$ cat src/design/tlbr_pkg.sv
package tlbr_pkg;

  localparam int PADDR_W = 17;
  localparam int CNT_W   = 32;
  localparam int STAMP_W = 64;

  typedef enum logic [2:0] {
    S_IDLE,
    S_TLB,
    S_SCAN,
    S_FILL,
    S_DONE
  } tlbr_state_t;

endpackage

$ cat src/design/tlbr_in_if.sv
interface tlbr_in_if #(
  parameter int PID_BITS   = 16,
  parameter int VADDR_BITS = 32
);
  logic                  valid;
  logic                  ready;
  logic [PID_BITS-1:0]   pid;
  logic [VADDR_BITS-1:0] vaddr;

  modport source (output valid, output pid, output vaddr, input ready);
  modport sink   (input valid, input pid, input vaddr, output ready);
endinterface

$ cat src/design/tlbr_out_if.sv
interface tlbr_out_if;
  import tlbr_pkg::*;
  logic               valid;
  logic               ready;
  logic [PADDR_W-1:0] paddr;
  logic               fault;
  logic               tlb_hit;
  logic [CNT_W-1:0]   hit_count;
  logic [CNT_W-1:0]   miss_count;

  modport source (output valid, output paddr, output fault, output tlb_hit,
                  output hit_count, output miss_count, input ready);
  modport sink   (input valid, input paddr, input fault, input tlb_hit,
                  input hit_count, input miss_count, output ready);
endinterface

$ cat src/design/tlb_lru_inverted_page_translator_core.sv
// Translates a (pid, virtual address) word into a physical address through a
// small fully associative TLB with LRU replacement, backed by an inverted page
// table held in a single-port synchronous RAM with one entry per frame. A TLB
// hit passes from acceptance through the compare and done states to the output
// register. A miss walks the used frames of the table one RAM read per cycle
// while the LRU victim is picked one TLB slot per cycle, and fills the TLB once
// both are done. Frames are allocated from the top index downward, so the used
// frames are exactly those at or above the free count and the table needs no
// clearing after reset. One word is in flight at a time; the output register
// lets a new word be accepted while a finished result still waits.
module tlb_lru_inverted_page_translator_core #(
  parameter int TLB_ENTRIES = 4,
  parameter int FRAME_COUNT = 32,
  parameter int OFFSET_BITS = 12,
  parameter int VADDR_BITS  = 32,
  parameter int PID_BITS    = 16
) (
  input  logic       clk,
  input  logic       rst_n,
  tlbr_in_if.sink    in_s,
  tlbr_out_if.source out_m
);
  import tlbr_pkg::*;

  localparam int PAGE_W = VADDR_BITS - OFFSET_BITS;
  localparam int FW     = (FRAME_COUNT > 1) ? $clog2(FRAME_COUNT) : 1;
  localparam int FCW    = $clog2(FRAME_COUNT + 1);
  localparam int TIW    = (TLB_ENTRIES > 1) ? $clog2(TLB_ENTRIES) : 1;
  localparam int VCW    = $clog2(TLB_ENTRIES + 1);
  localparam int XW     = PADDR_W + FW + OFFSET_BITS;

  typedef struct packed {
    logic [PID_BITS-1:0] owner;
    logic [PAGE_W-1:0]   page;
  } fentry_t;

  tlbr_state_t state_r, state_nxt;

  logic [PID_BITS-1:0]    tlb_owner_r [TLB_ENTRIES];
  logic [PAGE_W-1:0]      tlb_page_r  [TLB_ENTRIES];
  logic [FW-1:0]          tlb_frame_r [TLB_ENTRIES];
  logic [STAMP_W-1:0]     tlb_stamp_r [TLB_ENTRIES];
  logic [TLB_ENTRIES-1:0] tlb_valid_r;

  logic [STAMP_W-1:0] lru_clock_r;
  logic [FCW-1:0]     free_count_r;
  logic [CNT_W-1:0]   hits_r, misses_r;

  fentry_t fmem [FRAME_COUNT];
  fentry_t rdata_r;
  logic    rd_en, wr_en;
  logic [FW-1:0] rd_addr, wr_addr;

  logic [PID_BITS-1:0]    pid_r;
  logic [PAGE_W-1:0]      page_r;
  logic [OFFSET_BITS-1:0] off_r;

  logic [FCW-1:0]     fidx_r;
  logic               rvld_r;
  logic [FW-1:0]      ridx_r;
  logic               ffound_r;
  logic [FW-1:0]      fframe_r;
  logic [VCW-1:0]     vidx_r;
  logic               vdone_r;
  logic [TIW-1:0]     victim_r;
  logic [STAMP_W-1:0] vbest_r;

  logic [FW-1:0] frame_r;
  logic          fault_r, hit_r;

  logic               out_valid_r;
  logic [PADDR_W-1:0] out_paddr_r;
  logic               out_fault_r, out_hit_r;
  logic [CNT_W-1:0]   out_hits_r, out_misses_r;

  // TLB compare, first matching slot wins.
  logic [TLB_ENTRIES-1:0] hit_vec;
  logic [TIW-1:0]         hit_idx;
  always_comb begin
    hit_idx = '0;
    for (int i = TLB_ENTRIES - 1; i >= 0; i--) begin
      hit_vec[i] = tlb_valid_r[i] && tlb_owner_r[i] == pid_r && tlb_page_r[i] == page_r;
      if (hit_vec[i]) begin
        hit_idx = TIW'(i);
      end
    end
  end

  logic [TIW-1:0] vsel;
  logic           rmatch, fdone, fidx_end, out_free, no_frame;
  logic [FCW-1:0] fc_m1;
  assign vsel     = vidx_r[TIW-1:0];
  assign rmatch   = rvld_r && rdata_r.owner == pid_r && rdata_r.page == page_r;
  assign fidx_end = (fidx_r == FCW'(FRAME_COUNT));
  assign fdone    = ffound_r || (fidx_end && !rvld_r);
  assign out_free = !out_valid_r || out_m.ready;
  assign fc_m1    = free_count_r - 1'b1;
  assign no_frame = (free_count_r == '0);

  assign in_s.ready = (state_r == S_IDLE);

  // Next state.
  always_comb begin
    state_nxt = state_r;
    unique case (state_r)
      S_IDLE: if (in_s.valid) state_nxt = S_TLB;
      S_TLB:  state_nxt = (|hit_vec) ? S_DONE : S_SCAN;
      S_SCAN: if (fdone && vdone_r) state_nxt = S_FILL;
      S_FILL: state_nxt = S_DONE;
      S_DONE: if (out_free) state_nxt = S_IDLE;
      default: state_nxt = S_IDLE;
    endcase
  end

  // Table RAM port controls.
  always_comb begin
    rd_en   = (state_r == S_SCAN) && !ffound_r && !rmatch && !fidx_end;
    rd_addr = fidx_r[FW-1:0];
    wr_en   = (state_r == S_FILL) && !ffound_r && !no_frame;
    wr_addr = fc_m1[FW-1:0];
  end

  always_ff @(posedge clk) begin
    if (wr_en) begin
      fmem[wr_addr] <= '{owner: pid_r, page: page_r};
    end
    if (rd_en) begin
      rdata_r <= fmem[rd_addr];
    end
  end

  // Control state.
  always_ff @(posedge clk) begin
    if (!rst_n) begin
      state_r      <= S_IDLE;
      tlb_valid_r  <= '0;
      lru_clock_r  <= '0;
      free_count_r <= FCW'(FRAME_COUNT);
      hits_r       <= '0;
      misses_r     <= '0;
      out_valid_r  <= 1'b0;
      rvld_r       <= 1'b0;
      for (int i = 0; i < TLB_ENTRIES; i++) begin
        tlb_stamp_r[i] <= '0;
      end
    end else begin
      state_r <= state_nxt;
      rvld_r  <= rd_en;
      if (state_r == S_DONE && out_free) begin
        out_valid_r <= 1'b1;
      end else if (out_m.ready) begin
        out_valid_r <= 1'b0;
      end
      unique case (state_r)
        S_TLB: begin
          if (|hit_vec) begin
            lru_clock_r          <= lru_clock_r + 1'b1;
            tlb_stamp_r[hit_idx] <= lru_clock_r + 1'b1;
            hits_r               <= hits_r + 1'b1;
          end else begin
            misses_r <= misses_r + 1'b1;
          end
        end
        S_FILL: begin
          if (ffound_r || !no_frame) begin
            tlb_valid_r[victim_r] <= 1'b1;
            tlb_stamp_r[victim_r] <= lru_clock_r;
          end
          if (wr_en) begin
            free_count_r <= fc_m1;
          end
        end
        default: begin
        end
      endcase
    end
  end

  // Payload registers.
  always_ff @(posedge clk) begin
    unique case (state_r)
      S_IDLE: begin
        pid_r  <= in_s.pid;
        page_r <= in_s.vaddr[VADDR_BITS-1:OFFSET_BITS];
        off_r  <= in_s.vaddr[OFFSET_BITS-1:0];
      end
      S_TLB: begin
        frame_r  <= tlb_frame_r[hit_idx];
        hit_r    <= |hit_vec;
        fault_r  <= 1'b0;
        fidx_r   <= free_count_r;
        ffound_r <= 1'b0;
        vidx_r   <= '0;
        vdone_r  <= 1'b0;
        victim_r <= '0;
      end
      S_SCAN: begin
        if (rmatch && !ffound_r) begin
          ffound_r <= 1'b1;
          fframe_r <= ridx_r;
        end
        if (rd_en) begin
          fidx_r <= fidx_r + 1'b1;
          ridx_r <= rd_addr;
        end
        // Victim pick: first invalid slot, else first slot with the least stamp.
        if (!vdone_r) begin
          if (!tlb_valid_r[vsel]) begin
            victim_r <= vsel;
            vdone_r  <= 1'b1;
          end else begin
            if (vidx_r == '0 || tlb_stamp_r[vsel] < vbest_r) begin
              vbest_r  <= tlb_stamp_r[vsel];
              victim_r <= vsel;
            end
            if (vidx_r == VCW'(TLB_ENTRIES - 1)) begin
              vdone_r <= 1'b1;
            end
          end
          vidx_r <= vidx_r + 1'b1;
        end
      end
      S_FILL: begin
        fault_r <= !ffound_r && no_frame;
        frame_r <= ffound_r ? fframe_r : fc_m1[FW-1:0];
        if (ffound_r || !no_frame) begin
          tlb_owner_r[victim_r] <= pid_r;
          tlb_page_r[victim_r]  <= page_r;
          tlb_frame_r[victim_r] <= ffound_r ? fframe_r : fc_m1[FW-1:0];
        end
      end
      S_DONE: begin
        if (out_free) begin
          logic [XW-1:0] pa_wide;
          pa_wide      = XW'({frame_r, off_r});
          out_paddr_r  <= fault_r ? '0 : pa_wide[PADDR_W-1:0];
          out_fault_r  <= fault_r;
          out_hit_r    <= hit_r;
          out_hits_r   <= hits_r;
          out_misses_r <= misses_r;
        end
      end
      default: begin
      end
    endcase
  end

  assign out_m.valid      = out_valid_r;
  assign out_m.paddr      = out_paddr_r;
  assign out_m.fault      = out_fault_r;
  assign out_m.tlb_hit    = out_hit_r;
  assign out_m.hit_count  = out_hits_r;
  assign out_m.miss_count = out_misses_r;

  a_free_range: assert property (@(posedge clk) disable iff (!rst_n)
    free_count_r <= FCW'(FRAME_COUNT))
    else $error("free frame count above frame count");

  a_free_step: assert property (@(posedge clk) disable iff (!rst_n)
    1'b1 |=> (free_count_r == $past(free_count_r) ||
              free_count_r == $past(free_count_r) - 1'b1))
    else $error("free frame count moved by more than one");

  a_hit_no_fault: assert property (@(posedge clk) disable iff (!rst_n)
    out_valid_r |-> !(out_fault_r && out_hit_r))
    else $error("result flagged as both hit and fault");

  a_fault_keeps_tlb: assert property (@(posedge clk) disable iff (!rst_n)
    (state_r == S_FILL && !ffound_r && no_frame) |=> $stable(tlb_valid_r))
    else $error("TLB changed on a fault");

endmodule
$ cat src/flat_wrapper.sv
// flat-port wrapper written by rule: the top's interface ports become plain ports
module tlb_lru_inverted_page_translator_core_flat import tlbr_pkg::*;
#(
  parameter int TLB_ENTRIES = 4,
  parameter int FRAME_COUNT = 32,
  parameter int OFFSET_BITS = 12,
  parameter int VADDR_BITS  = 32,
  parameter int PID_BITS    = 16
)
  (clk, rst_n, in_s_valid, in_s_pid, in_s_vaddr, in_s_ready, out_m_valid, out_m_paddr, out_m_fault, out_m_tlb_hit, out_m_hit_count, out_m_miss_count, out_m_ready);
  tlbr_in_if #(.PID_BITS(PID_BITS), .VADDR_BITS(VADDR_BITS)) in_s_i ();
  tlbr_out_if out_m_i ();
  input  logic clk;
  input  logic rst_n;
  input wire logic [$bits(in_s_i.valid)-1:0] in_s_valid;
  input wire logic [$bits(in_s_i.pid)-1:0] in_s_pid;
  input wire logic [$bits(in_s_i.vaddr)-1:0] in_s_vaddr;
  output wire logic [$bits(in_s_i.ready)-1:0] in_s_ready;
  output wire logic [$bits(out_m_i.valid)-1:0] out_m_valid;
  output wire logic [$bits(out_m_i.paddr)-1:0] out_m_paddr;
  output wire logic [$bits(out_m_i.fault)-1:0] out_m_fault;
  output wire logic [$bits(out_m_i.tlb_hit)-1:0] out_m_tlb_hit;
  output wire logic [$bits(out_m_i.hit_count)-1:0] out_m_hit_count;
  output wire logic [$bits(out_m_i.miss_count)-1:0] out_m_miss_count;
  input wire logic [$bits(out_m_i.ready)-1:0] out_m_ready;
  assign in_s_i.valid = in_s_valid;
  assign in_s_i.pid = in_s_pid;
  assign in_s_i.vaddr = in_s_vaddr;
  assign in_s_ready = in_s_i.ready;
  assign out_m_valid = out_m_i.valid;
  assign out_m_paddr = out_m_i.paddr;
  assign out_m_fault = out_m_i.fault;
  assign out_m_tlb_hit = out_m_i.tlb_hit;
  assign out_m_hit_count = out_m_i.hit_count;
  assign out_m_miss_count = out_m_i.miss_count;
  assign out_m_i.ready = out_m_ready;
  tlb_lru_inverted_page_translator_core #(.TLB_ENTRIES(TLB_ENTRIES), .FRAME_COUNT(FRAME_COUNT), .OFFSET_BITS(OFFSET_BITS), .VADDR_BITS(VADDR_BITS), .PID_BITS(PID_BITS)) u_core (.clk(clk), .rst_n(rst_n), .in_s(in_s_i), .out_m(out_m_i));
endmodule
$ cat config.mk
export PLATFORM = sky130hd
export DESIGN_NAME = tlb_lru_inverted_page_translator_core_flat
export DESIGN_NICKNAME = d
export VERILOG_FILES = /design/src/design/tlbr_pkg.sv /design/src/design/tlbr_in_if.sv /design/src/design/tlbr_out_if.sv /design/src/design/tlb_lru_inverted_page_translator_core.sv /design/src/flat_wrapper.sv
export SDC_FILE = /design/constraint.sdc
export NUM_CORES = 2
export LEC_CHECK = 0
export ABC_CLOCK_PERIOD_IN_PS = 33000
export BUFFER_PORTS_ARGS = -buffer_cell sky130_fd_sc_hd__buf_2
export CAP_MARGIN = 25
export CORE_UTILIZATION = 67
export DETAILED_ROUTE_END_ITERATION = 16
export GPL_TIMING_DRIVEN = 0
export PLACE_DENSITY = 0.87
export SLEW_MARGIN = 40
export SYNTH_ARGS = -nofsm -noshare
export SYNTH_HDL_FRONTEND = slang
export SYNTH_SLANG_ARGS = --single-unit
export TNS_END_PERCENT = 10
$ cat constraint.sdc
create_clock -name clk -period 33 [get_ports clk]
set_input_delay 0 -clock clk [delete_from_list [all_inputs] [get_ports clk]]
set_output_delay 0 -clock clk [all_outputs]
set_load 0.1 [all_outputs]
==> summary.md <==
| Metric | Value |
|---|---|
| Status | `complete, no violations` |
| WL final | `265 mm` |
| Critical path class | `reg -> reg` |
| Core area | `0.119 mm2` |
| Routed len/inst | `38.4 um` |
| Vias in the first global route | `50500` |
| Clock-pin slew on the worst setup and hold paths | `0.06 ns` |
| M1 WL | `78.2 mm` |
| Total grt overflow | `0` |
| Static Leak | `31.5 nW` |
| Slew Viols, Final | `0` |
| Antenna-violating nets left | `0` |
| CTS tree | `built` |
| Highest routed layer | `met5` |
| Clk_lat worst skew | `0.87 ns` |
| Routability cong. | `0.928` |
| GR Util All Layers | `0.444` |
| Slew headroom | `0.318` |
| Clk_skew | `0.0397 ns` |
| H-tree levels | `4` |
| DR WL met2 | `123 mm` |
| CTS Sinks | `1978` |
| Worst setup EP type | `register` |
| Port buffer count | `135` |
| Hold-fix buffers, CTS | `99` |
| Die Wd | `348 um` |
| Antenna violations before repair | `24` |
| Util after Layout | `0.789` |
| Maximum vdd drop | `75.5 uV` |
| Worst r2r path cells | `19` |
| Synth top area share | `0.685` |
| Power Density | `60.0 mW/mm2` |
| Die height | `348 um` |
| Max cap viols | `0` |
| Starting Density | `0.678` |
| Clock root cell | `clkbuf_16` |
| Seq cells post-synth | `1978` |
| Drt first-iter violations | `8841` |
| Yosys warns | `0` |
| Synth cell types | `73` |
| Die area | `0.121 mm2` |
| Worst-margin pin slew | `1.02 ns` |
| Avg Inst Size Synth | `17.8 um2` |
| Setup TNS Final | `0 ns` |
| Met3 wire len | `37.7 mm` |
| Post-synth net total | `4634` |
| Critical R2R Capture | `u_core.vbest_r[37]` |
| Bufs on Longest Clock Path | `3` |
| # IOs | `137` |
| Wire length of the first global-routing pass | `370 mm` |
| Post-synth EDFFs | `1833` |
| Req. time, crit path | `33.55 ns` |
| Seq/Total Area, Yosys | `0.721` |
| Final nets | `5253` |
| DRC | `0` |
| Dominant cell type by area after synthesis | `edfxtp_1` |
| Syn-to-layout area delta | `16.4%` |
| Vias/cell | `7.39` |
| RSZ-0062 raised after global routing | `false` |
| Final HPWL DP | `158 mm` |
| Synth top area cells | `edfxtp_1 (68%), mux4_2 (12%), dfxtp_1 (3.6%)` |
| Share of cells above drive strength 1 | `0.255` |
| Crit path time final | `7.41 ns` |
| FP Rows | `126` |
| Final setup viols | `0` |
| Setup slack, reg-to-reg | `25.59 ns` |
| Largest net degree at the start of global routing | `40` |
| Crit-path max FO | `10` |
| Final hold viol count | `0` |
| Cells after synthesis | `4507` |
| FFs w/ async S/R, synth | `0` |
| Cell Area, Synth | `0.0804 mm2` |
| Crit path DAT | `7.96 ns` |
| DR pass1 iterations | `10` |
| Post-CTS Setup Inserts | `0` |
| CTS Buf Count | `188` |
| Worst setup path endpoint | `u_core.vbest_r[37]` |
| Main synth FF type | `edfxtp_1` |
| CTS resizes | `0` |
| Worst min-delay path class | `in -> reg` |
| CP Launch Type | `register` |
| Detailed-route via count | `50900` |
| Achievable frequency | `135 MHz` |
| Final Cycle Share | `0.225` |
==> logic make-up after synthesis <==
group / synth area share
flip-flops: 0.721
XOR/XNOR: 0.0325
AO/OA/AOI/OAI: 0.0203
buffers and inverters: 0.0204
adder cells (fa/ha/maj): 0.0117
AND/OR/NAND/NOR: 0.0673
multiplexers: 0.127
==> power by group <==
group          switching [mW]  internal, mW  total [mW]  leakage (nW)
clock                    1.01          1.21        2.21          2.99
sequential             0.0321          2.81        2.84          18.1
combinational           0.361         0.198       0.559          10.4
total                    1.40          4.22        5.61          31.5
==> through the flow <==
step                      cells  cell area (um2)  power (mW)  worst slack [ns]  hold slack (ns)
after floorplan            4507            80400        3.16             22.33           0.0989
after global placement     6242            83000        3.32             16.37            0.176
after detailed placement   6437            86300        3.39             25.93            0.178
after CTS                  6874            93400        5.56             25.90            0.147
after global routing       6876            93500        5.68             25.40            0.181
final                      6888            93500        5.61             25.59            0.180
==> cell usage in the layout, fill, tap and decap left out, types with 13 or more instances in the layout <==
cell,count
clkinv_1,44
xnor2_1,97
buf_8,58
edfxtp_1,1833
nor2_1,292
nor3b_1,29
mux2_2,41
nor3_1,39
buf_16,33
buf_4,15
nand4_1,58
buf_2,256
buf_6,68
clkinv_2,36
clkbuf_1,103
nor2_4,72
and4_1,26
xor2_1,201
mux2i_1,15
ha_1,75
dfxtp_1,145
nand2b_1,26
nand3_1,58
and2_1,32
clkbuf_16,191
nor4_1,73
mux4_2,425
nor2b_1,21
nand2_1,181
bufinv_16,18
diode_2,14
dlygate4sd3_1,99
a21oi_1,89
and3_1,40
o21ai_0,80
inv_1,159
clkbuf_2,41
a21o_1,13
==> worst max-delay path, cell delays in order (launching register included) <==
cell,delay [ns]
dfxtp_1,0.31
clkbuf_1,0.56
buf_2,0.64
mux4_2,0.61
ha_1,0.36
a2111oi_0,0.67
o21ai_0,0.22
a311oi_1,0.36
o22ai_1,0.17
o31ai_1,0.48
o221ai_1,0.47
nor4b_2,0.59
buf_2,0.30
buf_2,0.21
buf_2,0.20
buf_2,0.19
buf_4,0.17
buf_2,0.20
buf_2,0.20
buf_2,0.19
==> layout make-up <==
| class | count | area, um2 |
|---|---|---|
| clock buffers | 222 | 4910 |
| well taps | 1600 | 2000 |
| repair buffers | 429 | 4530 |
| diodes | 14 | 35.0 |
| plain buffers | 230 | 1140 |
| multi-input cells | 2140 | 21200 |
| clock inverters | 116 | 1210 |
| flip-flops and latches | 1978 | 57900 |
| inverters | 159 | 597 |
| fillers | 5426 | 25000 |
==> state kept, by name (all words and copies together) (netlist names), 6 cells and up, named ones only <==
| register | flops |
|---|---|
| u_core.off_r | 12 |
| u_core.page_r | 20 |
| u_core.out_m.paddr | 17 |
| u_core.misses_r | 32 |
| u_core.pid_r | 16 |
| u_core.tlb_page_r | 80 |
| u_core.fidx_r | 6 |
| u_core.hits_r | 32 |
| u_core.lru_clock_r | 64 |
| u_core.fmem | 1152 |
| u_core.free_count_r | 6 |
| u_core.tlb_stamp_r | 256 |
| u_core.out_m.miss_count | 32 |
| u_core.rdata_r | 36 |
| u_core.tlb_owner_r | 64 |
| u_core.out_m.hit_count | 32 |
| u_core.tlb_frame_r | 20 |
| u_core.vbest_r | 64 |
==> Yosys cell counts, types with 58 or more instances <==
cell      instances
nand2_1         188
nand3_1          58
ha_1             75
edfxtp_1       1833
nor4_1           78
dfxtp_1         145
nor2_1          324
a21oi_1          89
nand4_1          58
o21ai_0          81
clkbuf_1        110
inv_1           159
mux4_2          425
buf_2            67
xnor2_1          97
xor2_1          201
==> metal layers <==
metal  vias to the layer above  GRT usage
met5                         -    0.00920
met4                        12      0.338
met3                      1540      0.135
met2                      5690      0.694
met1                     24800      0.520
li1                      18900          -
==> worst min-delay path by stage <==
stage                   start                  to  depth (start not counted)
2_1_floorplan   in_s_vaddr[0]     u_core.off_r[0]                          0
5_1_grt           out_m_ready  u_core.out_m.valid                          4
3_3_place_gp   in_s_vaddr[21]    u_core.page_r[9]                          1
4_1_cts           out_m_ready  u_core.out_m.valid                          4
6_report          out_m_ready  u_core.out_m.valid                          4
3_5_place_dp      in_s_pid[6]     u_core.pid_r[6]                          1
Power figures use the tool's default switching activity.
